[config.mk]
export PLATFORM = sky130hd
export DESIGN_NAME = quintic_switching_function_top
export DESIGN_NICKNAME = d
export VERILOG_FILES = /design/src/qsf_pkg.sv /design/src/quintic_switching_function_top.sv
export SDC_FILE = /design/constraint.sdc
export NUM_CORES = 2
export LEC_CHECK = 0
export ABC_AREA = 1
export ABC_CLOCK_PERIOD_IN_PS = 5650
export BUFFER_PORTS_ARGS = -buffer_cell sky130_fd_sc_hd__buf_2
export CELL_PAD_IN_SITES_DETAIL_PLACEMENT = 0
export CELL_PAD_IN_SITES_GLOBAL_PLACEMENT = 2
export CORE_ASPECT_RATIO = 1.1
export CORE_MARGIN = 10
export CORE_UTILIZATION = 38
export CTS_CLUSTER_DIAMETER = 60
export DETAILED_ROUTE_END_ITERATION = 10
export PLACE_DENSITY = 0.77
export SYNTH_ARGS = -nofsm -noshare
export SYNTH_HDL_FRONTEND = slang
export SYNTH_SLANG_ARGS = --single-unit
[constraint.sdc]
create_clock -name clk -period 5.65 [get_ports clk]
set_input_delay 0.565 -clock clk [delete_from_list [all_inputs] [get_ports clk]]
set_output_delay 0.565 -clock clk [all_outputs]
set_load 0.03 [all_outputs]
[src/qsf_pkg.sv]
// Package for the quintic switching function block: widths, stage map and
// the item kind carried down the pipeline. No dependencies.
package qsf_pkg;

	// Fraction bits of the normalized distance and of both weights.
	localparam int FRAC_BITS = 16;
	// Width of distances and limits (signed Q16.16).
	localparam int DATA_W = 32;
	// Width of one weight field (unsigned Q1.FRAC_BITS).
	localparam int WGT_W = FRAC_BITS + 1;
	// Output word: two weights, padded to whole bytes.
	localparam int OUT_TDATA_W = ((2 * WGT_W + 7) / 8) * 8;
	// Width of the signed polynomial sum before clamping.
	localparam int POLY_W = FRAC_BITS + 6;

	// Stage map: one front stage, one divider stage per quotient bit,
	// four power stages, one polynomial and clamp stage.
	localparam int DIV_FIRST = 1;
	localparam int MUL_FIRST = DIV_FIRST + FRAC_BITS;
	localparam int FIN_STG   = MUL_FIRST + 4;
	localparam int NSTG      = FIN_STG + 1;

	// Configuration register indexes.
	localparam logic REG_LOWER = 1'b0;
	localparam logic REG_UPPER = 1'b1;

	localparam logic [WGT_W-1:0] WGT_ONE = WGT_W'(1) << FRAC_BITS;

	// What the final stage produces for an item.
	typedef enum logic [1:0] {
		KIND_ZERO,  // at or above the upper limit
		KIND_ONE,   // at or below the lower limit
		KIND_POLY   // strictly between the limits
	} kind_t;

endpackage

[src/quintic_switching_function_top.sv]
// Top level of the quintic switching function block: front compare stage,
// bit-per-stage restoring divider, power chain and polynomial clamp.
// Depends on qsf_pkg.
//
// An accepted input word passes through the front stage, one divider stage per
// quotient bit, the power stages and the final stage. Throughput: one word per
// cycle while m_tready holds; every stage moves on its own as soon as the stage
// below it is empty or moving, so bubbles are squeezed out under stall.
// Reset: arst_n clears all stage valid bits at once and loads the limits with
// lower 0.0 and upper 1.0; the block accepts words as soon as reset is released.
module quintic_switching_function_top (
	input  logic                              clk,
	input  logic                              arst_n,
	// Configuration write port.
	input  logic                              cfg_we,
	input  logic                              cfg_index,
	input  logic [qsf_pkg::DATA_W-1:0]        cfg_data,
	// Input stream.
	input  logic                              s_tvalid,
	output logic                              s_tready,
	input  logic [qsf_pkg::DATA_W-1:0]        s_tdata,   // [31:0] distance
	// Output stream.
	output logic                              m_tvalid,
	input  logic                              m_tready,
	output logic [qsf_pkg::OUT_TDATA_W-1:0]   m_tdata    // [16:0] weight_off,
	                                                     // [33:17] weight_on, then zeros
);
	import qsf_pkg::*;

	// Configuration registers.
	logic [DATA_W-1:0] lower_q;
	logic [DATA_W-1:0] upper_q;

	always_ff @(posedge clk or negedge arst_n) begin
		if (!arst_n) begin
			lower_q <= '0;
			upper_q <= DATA_W'(1) << FRAC_BITS;
		end else if (cfg_we) begin
			unique case (cfg_index)
				REG_LOWER: lower_q <= cfg_data;
				REG_UPPER: upper_q <= cfg_data;
				default: ;
			endcase
		end
	end

	// Per-stage valid bits and the ready chain. A stage may load when it is
	// empty or when the stage after it is taking its word this cycle.
	logic [NSTG-1:0] vld_q;
	logic [NSTG:0]   rdy;
	logic [NSTG-1:0] vin;

	always_comb begin
		rdy[NSTG] = m_tready;
		for (int i = NSTG - 1; i >= 0; i--) begin
			rdy[i] = !vld_q[i] || rdy[i+1];
		end
		vin[0] = s_tvalid;
		for (int i = 1; i < NSTG; i++) begin
			vin[i] = vld_q[i-1];
		end
	end

	always_ff @(posedge clk or negedge arst_n) begin
		if (!arst_n) begin
			vld_q <= '0;
		end else begin
			for (int i = 0; i < NSTG; i++) begin
				if (rdy[i]) begin
					vld_q[i] <= vin[i];
				end
			end
		end
	end

	assign s_tready = rdy[0];
	assign m_tvalid = vld_q[FIN_STG];

	// ------------------------------------------------------------------
	// Stage 1: limit tests at full signed width and the two differences.
	// Between the limits both differences are positive and fit in 32 bits.
	// ------------------------------------------------------------------
	logic signed [DATA_W:0] num_w;
	logic signed [DATA_W:0] den_w;
	logic                   hi_hit;
	logic                   lo_hit;
	kind_t                  kind_w;

	always_comb begin
		num_w  = $signed({upper_q[DATA_W-1], upper_q}) - $signed({s_tdata[DATA_W-1], s_tdata});
		den_w  = $signed({upper_q[DATA_W-1], upper_q}) - $signed({lower_q[DATA_W-1], lower_q});
		hi_hit = $signed(s_tdata) >= $signed(upper_q);
		lo_hit = $signed(s_tdata) <= $signed(lower_q);
		// The upper test wins when both hold.
		priority if (hi_hit) begin
			kind_w = KIND_ZERO;
		end else if (lo_hit) begin
			kind_w = KIND_ONE;
		end else begin
			kind_w = KIND_POLY;
		end
	end

	kind_t             kind_s1;
	logic [DATA_W-1:0] num_s1;
	logic [DATA_W-1:0] den_s1;

	always_ff @(posedge clk) begin
		if (rdy[0] && vin[0]) begin
			kind_s1 <= kind_w;
			num_s1  <= num_w[DATA_W-1:0];
			den_s1  <= den_w[DATA_W-1:0];
		end
	end

	// ------------------------------------------------------------------
	// Stage group 2: restoring division, one quotient bit per stage. For items
	// strictly between the limits the partial remainder always stays below the divisor.
	// ------------------------------------------------------------------
	kind_t                kind_s2 [FRAC_BITS];
	logic [DATA_W-1:0]    rem_s2  [FRAC_BITS];
	logic [DATA_W-1:0]    den_s2  [FRAC_BITS];
	logic [FRAC_BITS-1:0] quo_s2  [FRAC_BITS];

	logic [DATA_W-1:0]    rem_in  [FRAC_BITS];
	logic [DATA_W-1:0]    den_in  [FRAC_BITS];
	logic [FRAC_BITS-1:0] quo_in  [FRAC_BITS];
	kind_t                kind_in [FRAC_BITS];
	logic [DATA_W:0]      rem_dbl [FRAC_BITS];
	logic [DATA_W:0]      rem_sub [FRAC_BITS];
	logic [DATA_W-1:0]    rem_n   [FRAC_BITS];
	logic [FRAC_BITS-1:0] quo_n   [FRAC_BITS];

	always_comb begin
		for (int k = 0; k < FRAC_BITS; k++) begin
			if (k == 0) begin
				rem_in[k]  = num_s1;
				den_in[k]  = den_s1;
				quo_in[k]  = '0;
				kind_in[k] = kind_s1;
			end else begin
				rem_in[k]  = rem_s2[k-1];
				den_in[k]  = den_s2[k-1];
				quo_in[k]  = quo_s2[k-1];
				kind_in[k] = kind_s2[k-1];
			end
			rem_dbl[k] = {rem_in[k], 1'b0};
			rem_sub[k] = rem_dbl[k] - {1'b0, den_in[k]};
			if (rem_dbl[k] >= {1'b0, den_in[k]}) begin
				rem_n[k] = rem_sub[k][DATA_W-1:0];
				quo_n[k] = {quo_in[k][FRAC_BITS-2:0], 1'b1};
			end else begin
				rem_n[k] = rem_dbl[k][DATA_W-1:0];
				quo_n[k] = {quo_in[k][FRAC_BITS-2:0], 1'b0};
			end
		end
	end

	always_ff @(posedge clk) begin
		for (int k = 0; k < FRAC_BITS; k++) begin
			if (rdy[DIV_FIRST+k] && vin[DIV_FIRST+k]) begin
				rem_s2[k]  <= rem_n[k];
				den_s2[k]  <= den_in[k];
				quo_s2[k]  <= quo_n[k];
				kind_s2[k] <= kind_in[k];
			end
		end
	end

	// ------------------------------------------------------------------
	// Stages 3 to 6: truncated powers u^2 .. u^5, one multiply per stage.
	// ------------------------------------------------------------------
	logic [FRAC_BITS-1:0]   u_div;
	kind_t                  kind_div;
	assign u_div    = quo_s2[FRAC_BITS-1];
	assign kind_div = kind_s2[FRAC_BITS-1];

	logic [2*FRAC_BITS-1:0] p2_w, p3_w, p4_w, p5_w;

	kind_t                kind_s3, kind_s4, kind_s5, kind_s6;
	logic [FRAC_BITS-1:0] u_s3, u2_s3;
	logic [FRAC_BITS-1:0] u_s4, u3_s4;
	logic [FRAC_BITS-1:0] u_s5, u3_s5, u4_s5;
	logic [FRAC_BITS-1:0] u3_s6, u4_s6, u5_s6;

	assign p2_w = {{FRAC_BITS{1'b0}}, u_div} * {{FRAC_BITS{1'b0}}, u_div};
	assign p3_w = {{FRAC_BITS{1'b0}}, u2_s3} * {{FRAC_BITS{1'b0}}, u_s3};
	assign p4_w = {{FRAC_BITS{1'b0}}, u3_s4} * {{FRAC_BITS{1'b0}}, u_s4};
	assign p5_w = {{FRAC_BITS{1'b0}}, u4_s5} * {{FRAC_BITS{1'b0}}, u_s5};

	always_ff @(posedge clk) begin
		if (rdy[MUL_FIRST] && vin[MUL_FIRST]) begin
			kind_s3 <= kind_div;
			u_s3    <= u_div;
			u2_s3   <= p2_w[2*FRAC_BITS-1:FRAC_BITS];
		end
		if (rdy[MUL_FIRST+1] && vin[MUL_FIRST+1]) begin
			kind_s4 <= kind_s3;
			u_s4    <= u_s3;
			u3_s4   <= p3_w[2*FRAC_BITS-1:FRAC_BITS];
		end
		if (rdy[MUL_FIRST+2] && vin[MUL_FIRST+2]) begin
			kind_s5 <= kind_s4;
			u_s5    <= u_s4;
			u3_s5   <= u3_s4;
			u4_s5   <= p4_w[2*FRAC_BITS-1:FRAC_BITS];
		end
		if (rdy[MUL_FIRST+3] && vin[MUL_FIRST+3]) begin
			kind_s6 <= kind_s5;
			u3_s6   <= u3_s5;
			u4_s6   <= u4_s5;
			u5_s6   <= p5_w[2*FRAC_BITS-1:FRAC_BITS];
		end
	end

	// ------------------------------------------------------------------
	// Stage 7: s = 10u^3 - 15u^4 + 6u^5 by shifts and adds, clamped to 0..1,
	// then the limit cases override it.
	// ------------------------------------------------------------------
	logic signed [POLY_W-1:0] a3, a4, a5, poly_w;
	logic [WGT_W-1:0]         woff_w;

	always_comb begin
		a3 = $signed(POLY_W'(u3_s6));
		a4 = $signed(POLY_W'(u4_s6));
		a5 = $signed(POLY_W'(u5_s6));
		poly_w = (a3 <<< 3) + (a3 <<< 1) - ((a4 <<< 4) - a4) + (a5 <<< 2) + (a5 <<< 1);
		unique case (kind_s6)
			KIND_ZERO: woff_w = '0;
			KIND_ONE:  woff_w = WGT_ONE;
			KIND_POLY: begin
				priority if (poly_w < 0) begin
					woff_w = '0;
				end else if (poly_w > $signed(POLY_W'(WGT_ONE))) begin
					woff_w = WGT_ONE;
				end else begin
					woff_w = poly_w[WGT_W-1:0];
				end
			end
			default: woff_w = '0;
		endcase
	end

	logic [WGT_W-1:0] woff_s7;
	logic [WGT_W-1:0] won_s7;
	kind_t            kind_s7;

	always_ff @(posedge clk) begin
		if (rdy[FIN_STG] && vin[FIN_STG]) begin
			woff_s7 <= woff_w;
			won_s7  <= WGT_ONE - woff_w;
			kind_s7 <= kind_s6;
		end
	end

	assign m_tdata = {(OUT_TDATA_W - 2 * WGT_W)'(0), won_s7, woff_s7};

	// ------------------------------------------------------------------
	// Assertions.
	// ------------------------------------------------------------------
	a_wgt_sum: assert property (@(posedge clk) disable iff (!arst_n)
		m_tvalid |-> (WGT_W'(woff_s7 + won_s7) == WGT_ONE))
		else $error("weights do not sum to one");

	a_wgt_range: assert property (@(posedge clk) disable iff (!arst_n)
		m_tvalid |-> (woff_s7 <= WGT_ONE))
		else $error("switch-off weight above one");

	a_kind_zero: assert property (@(posedge clk) disable iff (!arst_n)
		(m_tvalid && kind_s7 == KIND_ZERO) |-> (woff_s7 == '0))
		else $error("upper limit case gave nonzero weight");

	a_kind_one: assert property (@(posedge clk) disable iff (!arst_n)
		(m_tvalid && kind_s7 == KIND_ONE) |-> (woff_s7 == WGT_ONE))
		else $error("lower limit case gave weight other than one");

	a_enter: assert property (@(posedge clk) disable iff (!arst_n)
		(s_tvalid && s_tready) |=> vld_q[0])
		else $error("accepted word did not enter the front stage");

	a_hold: assert property (@(posedge clk) disable iff (!arst_n)
		(vld_q[FIN_STG - 1] && !rdy[FIN_STG]) |=> vld_q[FIN_STG - 1])
		else $error("stalled word dropped before the output stage");

endmodule
# After elaboration in Yosys (flattened, before gate mapping)
# Memories as Yosys holds them, arrays and structs flattened. A register that Yosys moved wholly into a read port is not among the register bits.
# Index checks and enable logic that the tools add are counted.
dict set report op_classes {
  multipliers 4
  n_eq_ne 2
  magnitude_cmp 20
  reduce_logical 68
  n_mux 68
  addsub 24
  shift 0
  bitwise_logic 1
  n_div 0
}
# op count
set op_table {}
lappend op_table {{$sub 32x32->32} 18}
lappend op_table {{$ge 33x32->1} 16}
lappend op_table {{$mux 32} 16}
lappend op_table {{$mul 16x16->32} 4}
lappend op_table {{$mux 1} 48}
lappend op_table {{$mux 17} 2}
lappend op_table {{$pmux 17 s2} 1}
lappend op_table {{$ge 32x32->1} 1}
lappend op_table {{$le 32x32->1} 1}
lappend op_table {{$add 22x18->22} 1}
lappend op_table {{$add 22x19->22} 1}
lappend op_table {{$gt 22x18->1 const B} 1}
lappend op_table {{$logic_and 1x1->1} 22}
lappend op_table {{$logic_not 1->1} 22}
lappend op_table {{$logic_or 1x1->1} 22}
lappend op_table {{$lt 22x1->1 const B} 1}
lappend op_table {{$sub 21x21->22} 1}
lappend op_table {{$sub 20x16->21} 1}
lappend op_table {{$add 19x17->20} 1}
lappend op_table {{$sub 17x17->17 const A} 1}
lappend op_table {{$reduce_and 2->1} 2}
lappend op_table {{$eq 2x1->1 const B} 1}
lappend op_table {{$eq 2x2->1 const B} 1}
lappend op_table {{$mux 2} 1}
lappend op_table {{$not 1->1} 1}
dict set report totals {
  word_cells 233
  reg_bits 352
  mem_bits_rw 1312
  rom_bits 0
  latchBits 0
  n_memories 4
  out_inout_bits 42
  in_bits 70
}
# name words word_bits rd rd_clocked_by_memory_dff write_ports line
set mem_list {}
lappend mem_list {den_s2 16 32 15 0 16 quintic_switching_function_top.sv:122} ;# logic [DATA_W-1:0] den_s2 [FRAC_BITS];
lappend mem_list {rem_s2 16 32 15 0 16 quintic_switching_function_top.sv:121} ;# logic [DATA_W-1:0] rem_s2 [FRAC_BITS];
lappend mem_list {quo_s2 16 16 16 0 16 quintic_switching_function_top.sv:123} ;# logic [FRAC_BITS-1:0] quo_s2 [FRAC_BITS];
lappend mem_list {kind_s2 16 2 16 1 16 quintic_switching_function_top.sv:120} ;# kind_t kind_s2 [FRAC_BITS];

# Logic depth before layout (Yosys ltp)
dict set report depth {
  depth_word 25
  mapped_depth 37
  depth_no_buf 37
}

# Least setup slack after synthesis
# No wires, ideal clock.
dict set report synth_timing {
  path_type {reg2reg}
  start {register u3_s4[12]}
  end {register u4_s5[8], data pin}
  n_path_buf 2
  synth_period_minus_slack_ns 5.793
  setup_slack_ns -0.143
  t_arrival_ns 5.528
  t_required_ns 5.385
  stages_incl_launch_ff 25
  setup_time_ns 0.265
  path_cell_list {edfxtp_1 -> clkbuf_1 -> clkbuf_1 -> nand2_1 -> fa_1 -> inv_1 -> fa_1 -> inv_1 -> fa_1 -> inv_1 -> fa_1 -> inv_1 -> fa_1 -> inv_1 -> fa_1 -> ha_1 -> nand2_1 -> inv_1 -> nand2_1 -> nor3_1 -> a21oi_1 -> o21ai_0 -> nand4_1 -> o21ai_0 -> xor2_1}
}
dict set report synth_via {
  elab_chain_len 1
}
# item line
set synth_rtl {}
lappend synth_rtl {{start, declared} quintic_switching_function_top.sv:182} ;# logic [FRAC_BITS-1:0] u_s4, u3_s4;
lappend synth_rtl {{start signal, assigned} quintic_switching_function_top.sv:200} ;# u3_s4 <= p3_w[2*FRAC_BITS-1:FRAC_BITS];
lappend synth_rtl {{$mul 16x16->32} quintic_switching_function_top.sv:188} ;# assign p4_w = {{FRAC_BITS{1'b0}}, u3_s4} * {{FRAC_BITS{1'b0}}, u_s4};
lappend synth_rtl {{named net p4_w[24]} quintic_switching_function_top.sv:178} ;# logic [2*FRAC_BITS-1:0] p2_w, p3_w, p4_w, p5_w;
lappend synth_rtl {{end signal, assigned} quintic_switching_function_top.sv:206} ;# u4_s5 <= p4_w[2*FRAC_BITS-1:FRAC_BITS];
lappend synth_rtl {{end, declared} quintic_switching_function_top.sv:183} ;# logic [FRAC_BITS-1:0] u_s5, u3_s5, u4_s5;
# The timed path passes the listed nets, and every way through them passes these cells.
# A chain may end at the register's enable or synchronous reset.

==> run summary <==
Most frequent cell after synthesis = nand2_1
Post-synthesis simple-gate area fraction = 13.23%
I/O Pins = 112
Via count = 87,190
Max-Cap Viols = 0
Portion of netlist area occupied by mux cells = 0%
Final ANT Viol Nets = 0
Hold Crit Class = primary input to register
Rows = 213
Post-Synthesis Cells = 12,880
Failing checks = negative setup slack
DRC viols = 0
Final setup margin = -0.2047 ns
EDFF count, synth = 1,395
Final hold violations = 0
Worst-Margin Slew = 1.127 ns
Hold Startpoint = s_tdata[0]
Clock Skew = 0.06673 ns
# setup viols final = 21
Ys flop type = edfxtp_1
Root Driver = clkbuf_16
Final period utilization = 103.6%
Yosys top cell area share = 35.81%
Die W = 549.0 um
Data arrival, critical path = 6.47 ns
RSZ-0062 raised after global routing = yes
Max FO, Critical Path = 8
Yosys synthesis warning count = 0
DRT iter0 DRCs = 4,836
Largest family of logic cells by synthesized area = adder cells
Area share of fa/ha/maj cells after synthesis = 24.91%
Grt ovf = 0
Critical path capture point type = register
CTS buffer count = 195
Worst setup path class = register to register
Gpl congestion = 0.8978
Commonest cells post-synth = nand2_1 (2,744), inv_1 (2,566), edfxtp_1 (1,395)
Register area share after synthesis = 37.65%
Ys async rst share = 5.807%
Layout Nets = 15,560
Vias in the first global route = 90,200
Clk_lat worst skew = 0.91 ns
Total GRT Usage = 19.35%
Initial Utilization = 38.20%
Worst setup SP type = register
Die H = 601.9 um
WL/cell = 18.41 um
Core Footprint = 306,200 um^2
Worst EP required = 6.27 ns
H-tree levels = 4
Global-route wire length before repair = 510.9 mm
Largest net degree at the start of global routing = 81
Detailed placement HPWL = 271.8 mm
Area delta synth->final = 17.33%
Full die area = 330,500 um^2
IO Port Bufs = 105
Status = finished, violations left
Compound-Gate Fraction of Synth Area = 10.11%
Worst r2r src = quo_s2[1][122]
CTS tree = built
Max Freq = 170.8 MHz
Slew HR = 24.19%
Flops & latches, synth = 1,481
Longest Clk Path Bufs = 4
Critical Path Start = quo_s2[1][122]
Layout cells sized above 1 = 12.48%
Mapped cell area = 117,000 um^2
Post-synthesis xor/xnor area fraction = 4.649%
Tmin final = 5.855 ns
Slew Limit Fails = 0
Syn_area_per_cell = 9.080 um^2
Layout Utilization = 44.82%
DR pass1 iterations = 6
Via/cell ratio = 4.874
Synth area leader = edfxtp_1
Synth area leaders = edfxtp_1 (36%), fa_1 (14%), ha_1 (11%)
TritonCTS Sinks = 1,481
Initial antenna violation count = 3
Distinct cells, synth = 62
Reg clk slew, reported paths = 0.06 ns
DRT Wirelength = 329.4 mm
-- placed cells by master, fill, tap and decap left out, drive strengths merged, types with 19 or more instances in the layout --
master,instances
nand4,95
ha,1060
dfrtp,85
a221oi,19
nor4,44
o21a,52
a31oi,69
o21bai,41
o211ai,40
xor2,235
a21oi,883
inv,2623
nor2,636
dlygate4sd3,35
xnor2,386
a21boi,32
nor3,95
buf,835
nand2,2763
a21o,54
clkinv,75
nand3,203
edfxtp,1395
o21ai,910
fa,793
clkbuf,225
-- worst max-delay path: stages, from the launching register on --
cell and delay, ns:
edfxtp_1 0.43, buf_12 0.18, nand2_4 0.06, inv_4 0.03, fa_1 0.51, inv_2 0.04
fa_2 0.54, inv_2 0.04, fa_1 0.49, inv_2 0.04, fa_1 0.54, inv_2 0.05
fa_1 0.55, inv_2 0.04, fa_1 0.52, inv_2 0.05, ha_4 0.25, a21boi_2 0.15
o21ai_1 0.14, o211ai_1 0.15, nand2_1 0.11, nand3_2 0.11, nand3_2 0.11, nand2_4 0.07
buf_6 0.12, a211oi_2 0.19, xor2_1 0.09
-- layer usage --
| layer | track usage (%) | routed length [um] | vias up |
|---|---|---|---|
| met2 | 34.52 | 164600 | 1412 |
| met1 | 24.68 | 142800 | 42010 |
| met4 | 5.489 | 10780 | 0 |
| li1 | - | - | 43290 |
| met5 | 0 | 0 | - |
| met3 | 2.193 | 11310 | 479 |
-- layout make-up --
type,count,area (um^2)
antenna,2,5.005
multi-input combinational,8499,64460
inverter,2592,9749
timing repair buffer,870,7383
clock inverter,135,1441
clock buffer,225,5065
tap,4085,5111
sequential,1481,44040
fill,29760,169000
-- cells by family (layout without fill, tap and decap cells) --
logic type               Yosys count  after routing
flip-flops                      1481           1481
AND/OR/NAND/NOR                 3860           3861
other                              1              8
adder cells (fa/ha/maj)         1853           1853
AO/OA/AOI/OAI                   2158           2158
buffers and inverters           2910           3822
XOR/XNOR                         621            621
-- stage by stage --
stage	area, um^2	hold WS (ns)	cells	setup slack [ns]	setup TNS [ns]
floorplan	117100	0.2694	12890	0.001412	0
global placement	126300	0.4002	17350	-0.4983	-13.73
detailed placement	126300	0.4045	17350	-0.4660	-12.53
CTS	134900	0.1007	17820	-0.1229	-1.035
global route	137300	0.1367	17890	-0.3893	-9.107
finish	137300	0.1749	17890	-0.2047	-1.574
-- timing repair --
action                                  4_1_cts  5_1_grt
endpoints found under the setup margin       67       85
pin swaps                                   173      290
endpoints found under the hold margin       129        0
hold buffers                                 35        0
resized for setup                           268      437
cloned                                        1        1
setup buffers                                80       84
-- sequential cells by signal, indices dropped and copies added (netlist names), 17 cells and up --
name and cells:
den_s1 32, den_s2 480, kind_s2 32, lower_q 32, num_s1 32, quo_s2 136, rem_s2 480, upper_q 32
vld_q 22, woff_s7 17
-- worst paths after layout --
kind / end / slack [ns] / cells past startpoint
worst max-delay path: u2_s3[14] / -0.20 / 26
worst min-delay path: num_s1[0] / 0.17 / 3
worst max register to register: u2_s3[14] / -0.20 / 26
worst min register to register: kind_s2[9][1] / 0.39 / 0
max in group asynchronous: vld_q[21] / 3.98 / 3
min in group asynchronous: upper_q[2] / 0.32 / 2
Power is not shown: default switching activity piles up to over one toggle a cycle in this logic, so the estimate is an artifact.
